--- src/hw/rtl/assert_macros.svh ---
// Assertion helpers included by the controller core.
// Each macro checks on the rising edge and is off while reset is held.
`ifndef ASSERT_MACROS_SVH
`define ASSERT_MACROS_SVH

// Same-cycle implication: whenever ante holds, cons holds too.
`define ASSERT_IMPLIES(label, clk, rst_n, ante, cons) \
  label: assert property (@(posedge clk) disable iff (!rst_n) (ante) |-> (cons)) \
    else $error("implication check failed");

// Next-cycle implication: whenever ante holds, cons holds in the next cycle.
`define ASSERT_NEXT(label, clk, rst_n, ante, cons) \
  label: assert property (@(posedge clk) disable iff (!rst_n) (ante) |=> (cons)) \
    else $error("next-cycle check failed");

`endif

--- src/hw/rtl/dcc_pkg.sv ---
`timescale 1ns / 1ps
// ----------------------------------------------------------------------------
// dcc_pkg
// Types, sizes and codes shared by the dwell-click controller files.
// ----------------------------------------------------------------------------
package dcc_pkg;

  localparam int COORD_BITS    = 12;
  localparam int TICK_BITS     = 8;
  localparam int MOVE_BITS     = COORD_BITS + 2;
  localparam int MIN_MOVE_BITS = 8;
  localparam int CFG_IDX_BITS  = 3;
  localparam int CFG_DATA_BITS = 16;

  // Button action codes
  localparam logic [2:0] ACT_NONE    = 3'd0;
  localparam logic [2:0] ACT_CLICK   = 3'd1;
  localparam logic [2:0] ACT_PRESS   = 3'd2;
  localparam logic [2:0] ACT_RELEASE = 3'd3;
  localparam logic [2:0] ACT_RIGHT   = 3'd4;
  localparam logic [2:0] ACT_DOUBLE  = 3'd5;

  // Stroke kinds
  localparam logic [1:0] STROKE_NORMAL   = 2'd0;
  localparam logic [1:0] STROKE_SUPPRESS = 2'd1;
  localparam logic [1:0] STROKE_RIGHT    = 2'd2;
  localparam logic [1:0] STROKE_DOUBLE   = 2'd3;

  // Configuration register indexes
  localparam logic [CFG_IDX_BITS-1:0] CFG_ENABLED    = 3'd0;
  localparam logic [CFG_IDX_BITS-1:0] CFG_MIN_MOVE   = 3'd1;
  localparam logic [CFG_IDX_BITS-1:0] CFG_DWELL      = 3'd2;
  localparam logic [CFG_IDX_BITS-1:0] CFG_DRAG       = 3'd3;
  localparam logic [CFG_IDX_BITS-1:0] CFG_SMART_DRAG = 3'd4;
  localparam logic [CFG_IDX_BITS-1:0] CFG_STROKES_ON = 3'd5;
  localparam logic [CFG_IDX_BITS-1:0] CFG_SOUND_ON   = 3'd6;

  typedef struct packed {
    logic [COORD_BITS-1:0] pointer_x;
    logic [COORD_BITS-1:0] pointer_y;
    logic [1:0]            stroke_kind;
  } dcc_in_t;

  typedef struct packed {
    logic [2:0] action;
    logic       sound;
    logic       button_held;
  } dcc_out_t;

  typedef struct packed {
    logic                     enabled;
    logic [MIN_MOVE_BITS-1:0] move_thresh;
    logic [TICK_BITS-1:0]     dwell_ticks;
    logic [TICK_BITS-1:0]     drag_ticks;
    logic                     smart_drag;
    logic                     strokes_on;
    logic                     sound_on;
  } dcc_cfg_t;

  typedef struct packed {
    logic signed [COORD_BITS:0] last_x;
    logic signed [COORD_BITS:0] last_y;
    logic                       moving;
    logic [TICK_BITS:0]         still_ticks;
    logic                       held;
    logic                       first_move;
  } dcc_state_t;

endpackage

--- src/hw/rtl/dcc_step.sv ---
`timescale 1ns / 1ps
// ----------------------------------------------------------------------------
// dcc_step
// Combinational tick update: motion test, still counter and click decision.
// ----------------------------------------------------------------------------
module dcc_step import dcc_pkg::*; (
  input  dcc_cfg_t   cfg,
  input  dcc_state_t state_cur,
  input  dcc_in_t    item,
  output dcc_state_t state_nxt,
  output dcc_out_t   result
);

  logic signed [MOVE_BITS-1:0] dx;
  logic signed [MOVE_BITS-1:0] dy;
  logic [MOVE_BITS-1:0]        adx;
  logic [MOVE_BITS-1:0]        ady;
  logic [MOVE_BITS-1:0]        thr;
  logic                        moved;
  logic [TICK_BITS:0]          ceiling;
  logic [TICK_BITS:0]          count;
  logic                        hit;
  logic                        normal;

  // Signed distance from the last moved-to position on each axis
  assign dx = $signed({2'b00, item.pointer_x})
            - $signed({state_cur.last_x[COORD_BITS], state_cur.last_x});
  assign dy = $signed({2'b00, item.pointer_y})
            - $signed({state_cur.last_y[COORD_BITS], state_cur.last_y});
  assign adx = dx[MOVE_BITS-1] ? MOVE_BITS'(-dx) : MOVE_BITS'(dx);
  assign ady = dy[MOVE_BITS-1] ? MOVE_BITS'(-dy) : MOVE_BITS'(dy);

  // Threshold is one pixel while moving, the configured minimum while still
  assign thr = state_cur.moving ? MOVE_BITS'(1)
                                : {{(MOVE_BITS-MIN_MOVE_BITS){1'b0}}, cfg.move_thresh};
  assign moved = (adx >= thr) || (ady >= thr);

  // Advance the still counter up to the ceiling and test for the dwell point
  assign ceiling = {1'b0, cfg.dwell_ticks} + {1'b0, cfg.drag_ticks};
  assign count   = (state_cur.still_ticks < ceiling) ? state_cur.still_ticks + 1'b1
                                                     : state_cur.still_ticks;
  assign hit     = (count == {1'b0, cfg.dwell_ticks});
  assign normal  = hit && (state_cur.held || !cfg.strokes_on ||
                           item.stroke_kind == STROKE_NORMAL);

  always_comb begin
    state_nxt          = state_cur;
    result.action      = ACT_NONE;
    result.sound       = 1'b0;
    if (cfg.enabled) begin
      state_nxt.moving = moved;
      if (moved) begin
        state_nxt.last_x = $signed({1'b0, item.pointer_x});
        state_nxt.last_y = $signed({1'b0, item.pointer_y});
        // First move after reset parks the counter at its ceiling
        if (state_cur.first_move) begin
          state_nxt.first_move  = 1'b0;
          state_nxt.still_ticks = ceiling;
        end else begin
          state_nxt.still_ticks = '0;
        end
      end else begin
        state_nxt.still_ticks = count;
        if (normal) begin
          if (cfg.smart_drag) begin
            if (!state_cur.held) begin
              result.action         = ACT_PRESS;
              result.sound          = cfg.sound_on;
              state_nxt.held        = 1'b1;
              state_nxt.still_ticks = '0;
            end else begin
              result.action         = ACT_RELEASE;
              state_nxt.held        = 1'b0;
              state_nxt.still_ticks = ceiling;
            end
          end else begin
            result.action = ACT_CLICK;
            result.sound  = cfg.sound_on;
          end
        end else if (hit) begin
          case (item.stroke_kind)
            STROKE_RIGHT:    result.action = ACT_RIGHT;
            STROKE_DOUBLE:   result.action = ACT_DOUBLE;
            STROKE_SUPPRESS: result.action = ACT_NONE;
            default:         result.action = ACT_NONE;
          endcase
        end
      end
    end
    result.button_held = state_nxt.held;
  end

endmodule

--- src/hw/rtl/dwell_click_controller_core.sv ---
`timescale 1ns / 1ps
// ----------------------------------------------------------------------------
// dwell_click_controller_core
// Dwell-click controller: one button action for each pointer tick.
// ----------------------------------------------------------------------------
// Usage:
//   Input channel (in_valid / in_stall / in_data) carries one tick: pointer
//   column, row and a stroke kind. Result channel (out_valid / out_stall /
//   out_data) returns exactly one action per tick, in order.
//   Configuration port (cfg_valid / cfg_ready / cfg_index / cfg_data) writes
//   one register per transfer; cfg_ready is always high. Write it only while
//   no tick is in flight.
//   Path: a tick enters the input register on its transfer, passes the step
//   logic into the result register and is then shown on out_valid.
//   Throughput: one tick per cycle while out_stall is low; the single-pass
//   step logic between the input and result registers sets that figure.
//   Stall: while out_stall holds, the result register keeps its transfer and
//   the input register can still fill; in_stall rises once both are full.
//   Reset: pointer history goes to minus one, counters clear, the button is
//   released, config takes its defaults; tick and result data are not reset.
// ----------------------------------------------------------------------------
`include "assert_macros.svh"

module dwell_click_controller_core import dcc_pkg::*; (
  input  logic                     clk,
  input  logic                     rst_n,
  input  logic                     in_valid,
  output logic                     in_stall,
  input  dcc_in_t                  in_data,
  output logic                     out_valid,
  input  logic                     out_stall,
  output dcc_out_t                 out_data,
  input  logic                     cfg_valid,
  output logic                     cfg_ready,
  input  logic [CFG_IDX_BITS-1:0]  cfg_index,
  input  logic [CFG_DATA_BITS-1:0] cfg_data
);

  dcc_cfg_t   cfg_r;
  dcc_state_t state_r;
  dcc_state_t state_nxt;
  dcc_in_t    item_r;
  logic       item_valid_r;
  dcc_out_t   res_r;
  logic       res_valid_r;
  dcc_out_t   step_res;
  logic       res_free;
  logic       advance;

  assign cfg_ready = 1'b1;
  assign res_free  = !res_valid_r || !out_stall;
  assign advance   = item_valid_r && res_free;
  assign in_stall  = item_valid_r && !res_free;
  assign out_valid = res_valid_r;
  assign out_data  = res_r;

  // Write configuration registers; drop unknown indexes
  always_ff @(posedge clk) begin
    if (!rst_n) begin
      cfg_r.enabled      <= 1'b0;
      cfg_r.move_thresh  <= MIN_MOVE_BITS'(5);
      cfg_r.dwell_ticks  <= TICK_BITS'(5);
      cfg_r.drag_ticks   <= TICK_BITS'(3);
      cfg_r.smart_drag   <= 1'b0;
      cfg_r.strokes_on   <= 1'b0;
      cfg_r.sound_on     <= 1'b0;
    end else if (cfg_valid && cfg_ready) begin
      case (cfg_index)
        CFG_ENABLED:    cfg_r.enabled      <= cfg_data[0];
        CFG_MIN_MOVE:   cfg_r.move_thresh  <= cfg_data[MIN_MOVE_BITS-1:0];
        CFG_DWELL:      cfg_r.dwell_ticks  <= cfg_data[TICK_BITS-1:0];
        CFG_DRAG:       cfg_r.drag_ticks   <= cfg_data[TICK_BITS-1:0];
        CFG_SMART_DRAG: cfg_r.smart_drag   <= cfg_data[0];
        CFG_STROKES_ON: cfg_r.strokes_on   <= cfg_data[0];
        CFG_SOUND_ON:   cfg_r.sound_on     <= cfg_data[0];
        default: ;
      endcase
    end
  end

  // Capture the incoming tick
  always_ff @(posedge clk) begin
    if (!rst_n) begin
      item_valid_r <= 1'b0;
    end else if (!in_stall) begin
      item_valid_r <= in_valid;
    end
  end

  always_ff @(posedge clk) begin
    if (in_valid && !in_stall) begin
      item_r <= in_data;
    end
  end

  // Per-tick update logic
  dcc_step u_step (
    .cfg       (cfg_r),
    .state_cur (state_r),
    .item      (item_r),
    .state_nxt (state_nxt),
    .result    (step_res)
  );

  // Commit controller state as the tick moves to the result register
  always_ff @(posedge clk) begin
    if (!rst_n) begin
      state_r.last_x      <= '1;
      state_r.last_y      <= '1;
      state_r.moving      <= 1'b0;
      state_r.still_ticks <= '0;
      state_r.held        <= 1'b0;
      state_r.first_move  <= 1'b1;
    end else if (advance) begin
      state_r <= state_nxt;
    end
  end

  // Hold the result until the receiver takes the transfer
  always_ff @(posedge clk) begin
    if (!rst_n) begin
      res_valid_r <= 1'b0;
    end else if (res_free) begin
      res_valid_r <= item_valid_r;
    end
  end

  always_ff @(posedge clk) begin
    if (advance) begin
      res_r <= step_res;
    end
  end

  // Sound only accompanies a left click or a press
  `ASSERT_IMPLIES(a_sound_kind, clk, rst_n, out_valid && out_data.sound,
    out_data.action == ACT_CLICK || out_data.action == ACT_PRESS)
  // A press leaves the button held, a release leaves it free
  `ASSERT_IMPLIES(a_press_held, clk, rst_n, out_valid && out_data.action == ACT_PRESS,
    out_data.button_held)
  `ASSERT_IMPLIES(a_release_free, clk, rst_n,
    out_valid && out_data.action == ACT_RELEASE, !out_data.button_held)
  // Reported button state tracks the committed held state
  `ASSERT_NEXT(a_held_match, clk, rst_n, advance, out_data.button_held == state_r.held)
  // Backpressure only with a full input register
  `ASSERT_IMPLIES(a_stall_full, clk, rst_n, in_stall, item_valid_r && res_valid_r)

endmodule
--- config.mk ---
export PLATFORM = sky130hd
export DESIGN_NAME = dwell_click_controller_core
export DESIGN_NICKNAME = d
export VERILOG_FILES = /design/src/hw/rtl/dcc_pkg.sv /design/src/hw/rtl/dcc_step.sv /design/src/hw/rtl/dwell_click_controller_core.sv
export VERILOG_INCLUDE_DIRS = /design/src /design/src/hw/rtl
export SDC_FILE = /design/constraint.sdc
export NUM_CORES = 1
export LEC_CHECK = 0
export BUFFER_PORTS_ARGS = -buffer_cell sky130_fd_sc_hd__buf_2
export CAP_MARGIN = 20
export CELL_PAD_IN_SITES_DETAIL_PLACEMENT = 1
export CELL_PAD_IN_SITES_GLOBAL_PLACEMENT = 2
export CORE_MARGIN = 4
export CORE_UTILIZATION = 35
export CTS_CLUSTER_SIZE = 25
export DETAILED_ROUTE_END_ITERATION = 16
export MAX_ROUTING_LAYER = met4
export PLACE_DENSITY_LB_ADDON = 0.1
export SKIP_CTS_REPAIR_TIMING = 1
export SYNTH_ARGS = -nofsm -noshare
export SYNTH_HDL_FRONTEND = slang
export SYNTH_SLANG_ARGS = --single-unit
--- constraint.sdc ---
create_clock -name clk -period 12.49 [get_ports clk]
set_input_delay 0.6245 -clock clk [delete_from_list [all_inputs] [get_ports clk]]
set_output_delay 0.6245 -clock clk [all_outputs]
set_load 0.01 [all_outputs]
# Yosys cells after proc, flatten, opt, wreduce, memory -nomap -nowiden
# Cells that the tools add are included.
[totals]
word_cells = 85
out_inout_bits = 8
regBits = 99
[classes]
reduce_logical = 26
mux = 18
order_cmp = 3
add_sub_neg = 6
bitwise = 2
eq_ne = 9
[ops]
columns = ["cell", "count"]
rows = [
  ["two-way mux 10 bit", 3],
  ["greater-or-equal comparator 14 bit", 2],
  ["two-way mux 14 bit", 2],
  ["negation 14 bit", 2],
  ["subtractor 13 x 13 -> 14 bit", 2],
  ["two-way mux 9 bit", 3],
  ["AND reduction 2 bit", 8],
  ["adder 8 x 8 -> 9 bit", 1],
  ["adder 9 x 1 -> 9 bit (second input constant)", 1],
  ["== test 3 bit (second input constant)", 3],
  ["== test 9 x 8 -> 1 bit", 1],
  ["less-than comparator 9 bit", 1],
  ["two-way mux 8 bit", 1],
  ["== test 3 x 2 -> 1 bit (second input constant)", 2],
  ["two-way mux 3 bit", 2],
  ["one-hot mux 3 bit (2 select lines)", 1],
  ["logical NOT 1 bit", 5],
  ["== test 2 bit (second input constant)", 2],
  ["logical AND 1 bit", 4],
  ["logical OR 1 bit", 4],
  ["two-way mux 1 bit", 4],
  ["two-way mux 4 bit", 1],
  ["== test 3 x 1 -> 1 bit (second input constant)", 1],
  ["logical NOT 3 bit", 1],
  ["other kinds (6)", 7],
]

# Logic depth before layout (Yosys ltp)
# Gate-level depths: netlist of the first run.
[logic_depth]
depth_word = 8
mapped_depth = 24
mapped_depth_nobuf = 21

# Modules after synthesis
# A second synthesis of the first run with hierarchy kept.
[hier_totals]
hier_cells = 881
hier_area_um2 = 7811.2
[by_module_without_submodules]
columns = ["module", "cells_per_inst", "n_inst", "area_per_inst_um2"]
rows = [
  ["dcc_step", 566, 1, 4022.6],
  ["dwell_click_controller_core", 315, 1, 3788.6],
]

# Worst setup path after synthesis of the first run
# No wires, ideal clock.
[synth_path]
kind = "register -> register"
startpoint = "register item_r[8] in the netlist's numbering"
endpoint = "register state_r[1] in the netlist's numbering"
period_less_slack_ps = 4890
arrival_time_ps = 4819
path_stages_with_launch = 23
slack_ps = 7600
n_path_buf = 3
path_cell_list = "edfxtp_1 -> ha_1 -> clkbuf_1 -> a21oi_1 -> nor2b_1 -> nor4b_1 -> o31ai_1 -> a211o_1 -> clkbuf_1 -> nor2_1 -> xnor2_1 -> ha_1 -> a21o_1 -> a31oi_1 -> o21ai_0 -> nand3_1 -> a21boi_0 -> a2111oi_0 -> nand3_1 -> or4_1 -> buf_2 -> or4_1 -> a21oi_1"
[synth_via]
elab_chain_len = 7
[synth_rtl]
columns = ["item", "line", "rtl"]
rows = [
  ["from (decl)", "dwell_click_controller_core.sv:42", "dcc_in_t item_r;"],
  ["from (signal assigned)", "dwell_click_controller_core.sv:92", "item_r <= in_data;"],
  ["subtractor 13 x 13 -> 14 bit *", "dcc_step.sv:29", "- $signed({state_cur.last_y[COORD_BITS], state_cur.last_y});"],
  ["negation 14 bit", "dcc_step.sv:31", "assign ady = dy[MOVE_BITS-1] ? MOVE_BITS'(-dy) : MOVE_BITS'(dy);"],
  ["two-way mux 14 bit *", "dcc_step.sv:31", ""],
  ["greater-or-equal comparator 14 bit *", "dcc_step.sv:36", "assign moved = (adx >= thr) || (ady >= thr);"],
  ["logical OR 1 bit *", "dcc_step.sv:36", ""],
  ["two-way mux 1 bit *", "dcc_step.sv:52", "if (moved) begin"],
  ["two-way mux 2 bit *", "dcc_step.sv:50", "if (cfg.enabled) begin"],
  ["to (signal assigned)", "dwell_click_controller_core.sv:115", "state_r <= state_nxt;"],
  ["to (decl)", "dwell_click_controller_core.sv:40", "dcc_state_t state_r;"],
]
# Every way passes the cells marked *; elsewhere a longest branch is shown, timed or not.
# A chain may end at the register's enable or synchronous reset.

# Final worst setup path of the first run
[layout_path]
startpoint = "register item_r[22] in the netlist's numbering"
endpoint = "register state_r[1] in the netlist's numbering"
[layout_via]
elab_chain_len = 7
[layout_rtl]
columns = ["item", "line", "rtl"]
rows = [
  ["subtractor 13 x 13 -> 14 bit *", "dcc_step.sv:27", "- $signed({state_cur.last_x[COORD_BITS], state_cur.last_x});"],
  ["negation 14 bit", "dcc_step.sv:30", "assign adx = dx[MOVE_BITS-1] ? MOVE_BITS'(-dx) : MOVE_BITS'(dx);"],
  ["two-way mux 14 bit *", "dcc_step.sv:30", ""],
  ["greater-or-equal comparator 14 bit *", "dcc_step.sv:36", ""],
  ["logical OR 1 bit *", "dcc_step.sv:36", ""],
  ["two-way mux 1 bit *", "dcc_step.sv:52", ""],
  ["two-way mux 2 bit *", "dcc_step.sv:50", ""],
]
# Marks and branches as above.

==> results of run 1 <==
==> routing by layer <==
layer  vias up  wire (microns)
li1       3137               -
met1      3091            9450
met2        53           10700
met3        16             316
met4         0             312
met5         -               0
==> synthesized netlist by cell type, types with 17 or more instances <==
master	n	area share [%]
nand3_1	47	3.4
nand2_1	85	4.6
a21oi_1	67	4.8
o21ai_0	48	3.4
inv_1	43	2.3
edfxtp_1	31	13
clkbuf_1	24	1.3
ha_1	60	11
xnor2_1	34	4.3
nor3_1	22	1.6
o211ai_1	32	3.4
nor2_1	59	3.2
nand2b_1	17	1.5
dfxtp_1	66	19
==> worst paths after layout <==
check	startpoint	endpoint	cells past startpoint
hold / removal	in_data[18]	item_r[18]	1
setup / recovery	item_r[22]	state_r[1]	18
setup reg to reg	item_r[22]	state_r[1]	18
hold reg to reg	cfg_r[26]	cfg_r[26]	2
==> state kept, by name, indices dropped and copies added (netlist names) <==
signal        flops
state_r          36
item_valid_r      1
out_valid         1
cfg_r            28
out_data          5
item_r           26
==> through the flow <==
| stage | utilization [%] | instances | hold slack [ps] | total power, mW |
|---|---|---|---|---|
| 2_1_floorplan | - | 844 | 433 | 0.426 |
| 4_1_cts | 39.8 | 1144 | 420 | 0.763 |
| 3_5_place_dp | 38.2 | 1128 | 459 | 0.462 |
| 3_3_place_gp | 38.2 | 1128 | 459 | 0.457 |
| 5_1_grt | 39.8 | 1144 | 422 | 0.791 |
| 6_report | 39.8 | 1144 | 438 | 0.749 |
==> kinds of logic after synthesis <==
kind of cell | Yosys count | share of synthesized area [%]
multiplexers | 13 | 1.89
buffers and inverters | 79 | 4.40
XOR/XNOR | 46 | 5.97
adder cells (fa/ha/maj) | 63 | 11.6
flip-flops | 97 | 32.2
AND/OR/NAND/NOR | 317 | 23.0
other | 1 | 0.0536
AO/OA/AOI/OAI | 228 | 21.0
==> cell type report <==
class,count,area share [%]
Multi-Input combinational cell,668,57.1
Sequential cell,97,28.9
Tap cell,265,4.25
Timing Repair Buffer,54,3.66
Clock buffer,9,2.89
Inverter,44,2.12
Clock inverter,7,1.14
==> power by group <==
part | switching (mW) | internal, mW
Clock | 0.149 | 0.147
Sequential | 0.00643 | 0.334
Combinational | 0.0675 | 0.0454
==> flow_summary.toml, run 1 <==
[logic_synthesis]
ys_seq_area_share_pct = 32.2
synth_area_sq_um = 7000
avgSynthCellArea_sq_um = 8.29
ys_types = 71
synth_nets = 957
synth_edf_count = 31
ys_ff_latch = 97
synthCells = 844
ys.flop_type = "dfxtp_1"
yosys_warnings = 0
async_reset_ff_share_pct = 0

[cells_and_area]
nFillCells = 2409
layout_common_cells = "nand2_1, a21oi_1, dfxtp_1, ha_1, nor2_1"
final_layout_size_suffix_gt1_share_pct = 10.0
fin_nets = 987
syn_to_final_growth_pct = 11.4
final_common_cell = "nand2_1"
diodes = 0
regArea_sq_um = 2250
fin_area_sq_um = 7800
multiInputGateArea_sq_um = 4450

[worst_setup_path]
worst_setup_path_start_kind = "flop"
critical_path.most_common_cell = "a2111oi_0"
critical_path.max_stage_delay_ps = 630
arrival_ps = 6380
crit_chain = "ha_1 -> a21o_1 -> a2111oi_0 -> nor3_1 -> o21ai_0 -> and2_0 -> nand2_1 -> xnor2_1 -> ha_1 -> a21o_1 -> a2111oi_0 -> o21ai_0 -> a2111oi_0 -> nand3_1 -> or4_1 -> buf_4 -> or4_1 -> a21oi_1"
crit_path_max_fanout = 22
slowest_stage = "or4_1"
crit_type = "reg2reg"
crit_family = "compound AO/OA/AOI/OAI gates"
worst_ep_required_time_ps = 12750
crit_buf_inv = 1
ff2ff_setup_slack_ps = 6360
cp-end-kind = "flop"

[cts]
htreeDepth = 3
clk_pin_slew_ps = 80
root_buffer = "clkbuf_16"
cts_buffers = 9
cts_tree = "yes"
clockBufferDepth = 2
clkSinkCount = 97
clk_latency_ps = 360

[placement]
port_buffers = 48
place_hpwl_mm = 16.1
placed_area_sq_um = 7480
routabilityCongestion = 0.892
place_ws_ps = 6470

[floorplan]
core_sq_um = 19600
io_pins = 58
dieWidth_microns = 149
fp.dieH_microns = 149
start_util_pct = 35.7
row_count = 51
die_area_sq_um = 22300

[run_status]
outcome = "finished, final reports clean"

[drt]
drtPass1Iterations = 4
drt-vias-per-instance = 5.50
routedWlPerCell_microns = 18.2
vias = 6297
antenna_left = 0
wl_mm = 20.8
drc = 0
drt_iter0_markers = 243

[timing]
finalCritPeriodShare_pct = 49.1
drv_slew = 0
final-hold-violation-count = 0
rsz0062_at_grt = "false"
finalCriticalPeriod_ps = 6130
fin_tns_setup_ps = 0
tightest_slew_ps = 794
layout_setup_ws_ps = 6360
max_clock_freq_mhz = 163
relSlewSlack_pct = 45.7
finClkSkew_ps = 12.2
setup_viol = 0

[grt]
antenna_found_initial = 0
grt_pass1_wl_mm = 34.2
grt_pass1_vias = 6670
grt_max_degree = 42
grtUsageTotal_pct = 19.6
met2_usage_pct = 35.4
grt-ovfl-total = 0
grt.busiest_layer = "met2"
grtUsageMet1_pct = 23.1
grt_use_met3_pct = 2.27

[job]
cap_violations = 0

[power]
p_per_area_nw_per_um2 = 96.1
leakage_nw = 3.26
ir_drop_uv = 79.3

[hold_path]
min_path_type = "in2reg"
No activity file was read; power rests on OpenSTA's default activity.
==> inputs of run 2 (changes only) <==
--- a/config.mk
+++ b/config.mk
@@ -11,7 +11,7 @@
 export CELL_PAD_IN_SITES_DETAIL_PLACEMENT = 1
 export CELL_PAD_IN_SITES_GLOBAL_PLACEMENT = 2
 export CORE_MARGIN = 4
-export CORE_UTILIZATION = 35
+export CORE_UTILIZATION = 33
 export CTS_CLUSTER_SIZE = 25
 export DETAILED_ROUTE_END_ITERATION = 16
 export MAX_ROUTING_LAYER = met4
==> constraint.sdc (replaced) <==
create_clock -name clk -period 5.2 [get_ports clk]
set_input_delay 0.26 -clock clk [delete_from_list [all_inputs] [get_ports clk]]
set_output_delay 0.26 -clock clk [all_outputs]
set_load 0.01 [all_outputs]
==> run 2 against run 1 <==
Net effect:
- non-clock buffer count rose by 22
- die area rose by 5.7%
- critical endpoint is now state_r[10]
- hold slack got worse by 370 ps
- fmax rose by 28%
- total power rose by 140%
- clock skew rose by 2.8 ps
- worst setup slack got worse by 5900 ps
==> flow_summary.toml, run 2 (synthesized netlist as in run 1, its figures left out) <==
[grt]
grt-ovfl-total = 0
grt_pass1_wl_mm = 35.2
antenna_found_initial = 0
grt_max_degree = 42
grt_pass1_vias = 6764
grtUsageTotal_pct = 18.9

[placement]
place_hpwl_mm = 16.4
place_ws_ps = 33.4
placed_area_sq_um = 7680
routabilityCongestion = 0.867
port_buffers = 48

[cells_and_area]
fin_area_sq_um = 8060
syn_to_final_growth_pct = 15.2
regMostFlops = "state_r"
largestRegisters = "state_r: 36 flops, cfg_r: 28 flops, item_r: 26 flops"
largest_reg_flops = 36
multiInputGateArea_sq_um = 4500
final_layout_size_suffix_gt1_share_pct = 13.3
nFillCells = 2535
regArea_sq_um = 2250
layout_common_cells = "nand2_1, dfxtp_1, a21oi_1, ha_1, nor2_1"
final_common_cell = "nand2_1"
fin_nets = 1009
diodes = 0

[cts]
htreeDepth = 3
clk_latency_ps = 370
clockBufferDepth = 2
cts_buffers = 9
root_buffer = "clkbuf_16"
clkSinkCount = 97
clk_pin_slew_ps = 80
cts_tree = "yes"

[hold_path]
min_to = "item_r[18]"
min_path_type = "in2reg"
hold_start = "in_data[18]"
holdPathStages = 1

[worst_setup_path]
worstReg2RegEnd = "state_r[10]"
arrival_ps = 5000
reg2reg_from = "item_r[22]"
worst_setup_path_start_kind = "flop"
crit_path_max_fanout = 17
ff2ff_setup_slack_ps = 420
cp-end-kind = "flop"
crit_type = "reg2reg"
worst_ep_required_time_ps = 5420
startpoint = "item_r[22]"
ff2ff_path_depth = 20

[drt]
wl_mm = 21.6
drc = 0
routedWlPerCell_microns = 18.3
drt-vias-per-instance = 5.47
drtPass1Iterations = 4
antenna_left = 0
vias = 6430
drt_iter0_markers = 267

[timing]
timing.hold.ws_ps = 69.4
finalCritPeriodShare_pct = 92.0
rsz0062_at_grt = "true"
setup_viol = 0
drv_slew = 0
fin_tns_setup_ps = 0
tightest_slew_ps = 891
final-hold-violation-count = 0
max_clock_freq_mhz = 209
finClkSkew_ps = 15.1
layout_setup_ws_ps = 418
finalCriticalPeriod_ps = 4780
relSlewSlack_pct = 39.0

[floorplan]
io_pins = 58
die_area_sq_um = 23600
core_sq_um = 21000
start_util_pct = 33.4
row_count = 53
fp.dieH_microns = 154
dieWidth_microns = 154

[run_status]
outcome = "finished, final reports clean"

[power]
p_per_area_nw_per_um2 = 228
ir_drop_uv = 150
leakage_nw = 3.40

[job]
cap_violations = 0
[run 2: power by group]
group | switching, mW | internal, mW | total (mW) | leakage (nW)
clock network | 0.360 | 0.375 | 0.734 | 0.160
registers | 0.0152 | 0.803 | 0.818 | 0.839
logic | 0.167 | 0.116 | 0.283 | 2.40
total | 0.542 | 1.29 | 1.84 | 3.40
[run 2: area by class of cell]
| class | count | share of cell area, % |
|---|---|---|
| repair buffers | 76 | 5.90 |
| multi-input cells | 668 | 55.8 |
| flip-flops and latches | 97 | 27.9 |
| clock inverters | 6 | 0.931 |
| inverters | 44 | 2.05 |
| clock buffers | 10 | 3.10 |
| well taps | 275 | 4.27 |
[run 2: stage by stage]
stage | cells | utilization [%] | power [mW]
after floorplan | 844 | - | 1.02
after global placement | 1159 | 36.6 | 1.11
after CTS | 1175 | 38.2 | 1.86
final | 1176 | 38.5 | 1.84
after global routing | 1176 | 38.5 | 1.93
after detailed placement | 1159 | 36.6 | 1.12
[run 2: how the worst max path moves through the flow]
stage	slack [ps]	to
final	420	state_r[10]
after global routing	0.4	out_data[0]
after CTS	-10	state_r[1]
after detailed placement	30	state_r[1]
after global placement	110	state_r[1]
after floorplan	310	state_r[1]
[run 2: worst max-delay path: stages (launching register included)]
cell       delay (ps)
edfxtp_1          400
ha_1              320
and2_1            190
a2111oi_0         390
nor3_1            170
o21ai_2           190
and2_1            210
nand2_1            80
xnor2_1           140
ha_1              330
a21o_1            190
a2111oi_1         410
o21ai_1           130
a2111oi_2         230
nand3_1           140
buf_4             150
nor4_2            310
buf_4             220
buf_12            150
mux2i_1           190
a21oi_1            90
[run 2: per-layer routing]
metal	track usage, %	up-vias	share of wire [%]	wire length [microns]
li1	-	3173	-	-
met1	22.3	3156	44	9570
met2	33.4	71	51	10900
met3	3.18	30	2.4	522
met4	5.00	0	2.4	514
met5	-	-	0	0
==> inputs of run 3 (changes only) <==
--- a/config.mk
+++ b/config.mk
@@ -11,7 +11,7 @@
 export CELL_PAD_IN_SITES_DETAIL_PLACEMENT = 1
 export CELL_PAD_IN_SITES_GLOBAL_PLACEMENT = 2
 export CORE_MARGIN = 4
-export CORE_UTILIZATION = 33
+export CORE_UTILIZATION = 37
 export CTS_CLUSTER_SIZE = 25
 export DETAILED_ROUTE_END_ITERATION = 16
 export MAX_ROUTING_LAYER = met4
==> constraint.sdc (replaced) <==
create_clock -name clk -period 5.1 [get_ports clk]
set_input_delay 0.255 -clock clk [delete_from_list [all_inputs] [get_ports clk]]
set_output_delay 0.255 -clock clk [all_outputs]
set_load 0.01 [all_outputs]
==> run 3 against run 2 <==
Net effect:
- design area shrank 0.81%
- flip-flop and latch count is the same
- fmax is essentially flat
- hold slack lost 8.7 ps
- via count shrank 0.58%
- wire length shrank 1.8%
- utilization grew 4.4 points
- critical endpoint is now state_r[1]
==> flow_summary.toml, run 3 (synthesized netlist as in run 1, its figures left out) <==
[run_status]
outcome = "finished, final reports clean"

[cts]
clk_pin_slew_ps = 80
clk_latency_ps = 370
clkSinkCount = 97
root_buffer = "clkbuf_16"
clockBufferDepth = 2
cts_buffers = 9
htreeDepth = 3
cts_tree = "yes"

[floorplan]
die_area_sq_um = 21200
row_count = 50
core_sq_um = 18600
io_pins = 58
dieWidth_microns = 146
fp.dieH_microns = 146
start_util_pct = 37.5

[timing]
finalCritPeriodShare_pct = 93.8
finalCriticalPeriod_ps = 4780
setup_viol = 0
timing.hold.ws_ps = 60.7
finClkSkew_ps = 16.3
drv_slew = 0
final-hold-violation-count = 0
relSlewSlack_pct = 33.9
tightest_slew_ps = 967
max_clock_freq_mhz = 209

[grt]
grt-ovfl-total = 0
grt_pass1_wl_mm = 34.6
grt_pass1_vias = 6755
grt_max_degree = 42
grtUsageTotal_pct = 20.5
antenna_found_initial = 0

[drt]
drt_iter0_markers = 228
drc = 0
vias = 6393
antenna_left = 0
drtPass1Iterations = 4
wl_mm = 21.2
drt-vias-per-instance = 5.63
routedWlPerCell_microns = 18.6

[placement]
placed_area_sq_um = 7620
routabilityCongestion = 0.869
dp.cells = 1119
place_hpwl_mm = 16.2
port_buffers = 48

[cells_and_area]
final_layout_size_suffix_gt1_share_pct = 13.7
regMostFlops = "state_r"
largest_reg_flops = 36
largestRegisters = "state_r: 36 flops, cfg_r: 28 flops, item_r: 26 flops"
final_common_cell = "nand2_1"
syn_to_final_growth_pct = 14.3
utilization_pct = 42.9
stdcell_count = 1135
nFillCells = 2267
layout_common_cells = "nand2_1, dfxtp_1, a21oi_1, ha_1, nor2_1"
fin_nets = 1009
diodes = 0
fin_area_sq_um = 8000

[worst_setup_path]
worst_setup_path_start_kind = "flop"
crit_path_max_fanout = 3
cp-end-kind = "flop"
arrival_ps = 5040
worst_ep_required_time_ps = 5360
crit_type = "reg2reg"

[power]
leakage_nw = 3.38
ir_drop_uv = 141
p_per_area_nw_per_um2 = 232
p_total_mw = 1.86

[job]
cap_violations = 0

[hold_path]
min_path_type = "in2reg"
[run 3: power by group]
group          leakage [nW]  switching (mW)  internal [mW]
combinational          2.39           0.171          0.119
clock                 0.153           0.374          0.359
sequential            0.839          0.0154          0.819
[run 3: final cells by class]
| type | instances | area [sq um] | share of cell area (%) |
|---|---|---|---|
| Timing Repair Buffer | 76 | 467 | 5.84 |
| Multi-Input combinational cell | 668 | 4510 | 56.4 |
| Clock inverter | 7 | 88.8 | 1.11 |
| Tap cell | 234 | 293 | 3.66 |
| Inverter | 44 | 165 | 2.07 |
| Sequential cell | 97 | 2250 | 28.2 |
| Clock buffer | 9 | 225 | 2.82 |
[run 3: path summary, 6_finish.rpt]
kind,from,cells after the start,end,slack (ps)
hold / removal,in_data[17],1,item_r[17],60
setup reg to reg,item_r[22],17,state_r[1],320
hold reg to reg,cfg_r[26],2,cfg_r[26],480
setup / recovery,item_r[22],17,state_r[1],320
[run 3: layer usage]
layer / wire length, microns / GRT usage, %
met1: 9410 / 24.1
met2: 11000 / 37.2
met3: 334 / 2.52
met4: 378 / 5.46
met5: 0 / -
[run 3: stage by stage]
| step | setup TNS [ps] | setup WS, ps |
|---|---|---|
| 2_1_floorplan | 0 | 210 |
| 3_3_place_gp | 0 | 39.0 |
| 3_5_place_dp | -351 | -73.1 |
| 4_1_cts | -787 | -138 |
| 5_1_grt | -1.90 | -1.90 |
| 6_report | 0 | 318 |
[run 3: critical path, cell delays in order, from the launching register on]
cell and delay, ps:
edfxtp_1 420, ha_1 330, and2_1 200, a2111oi_2 370, nor3_1 130, o21ai_1 260
and2_4 210, nand2_1 60, xnor2_1 140, ha_1 320, a21o_1 200, a2111oi_2 360
o21ai_1 120, a2111oi_2 210, nand3_1 140, or4_4 550, or4_1 490, a21oi_1 180
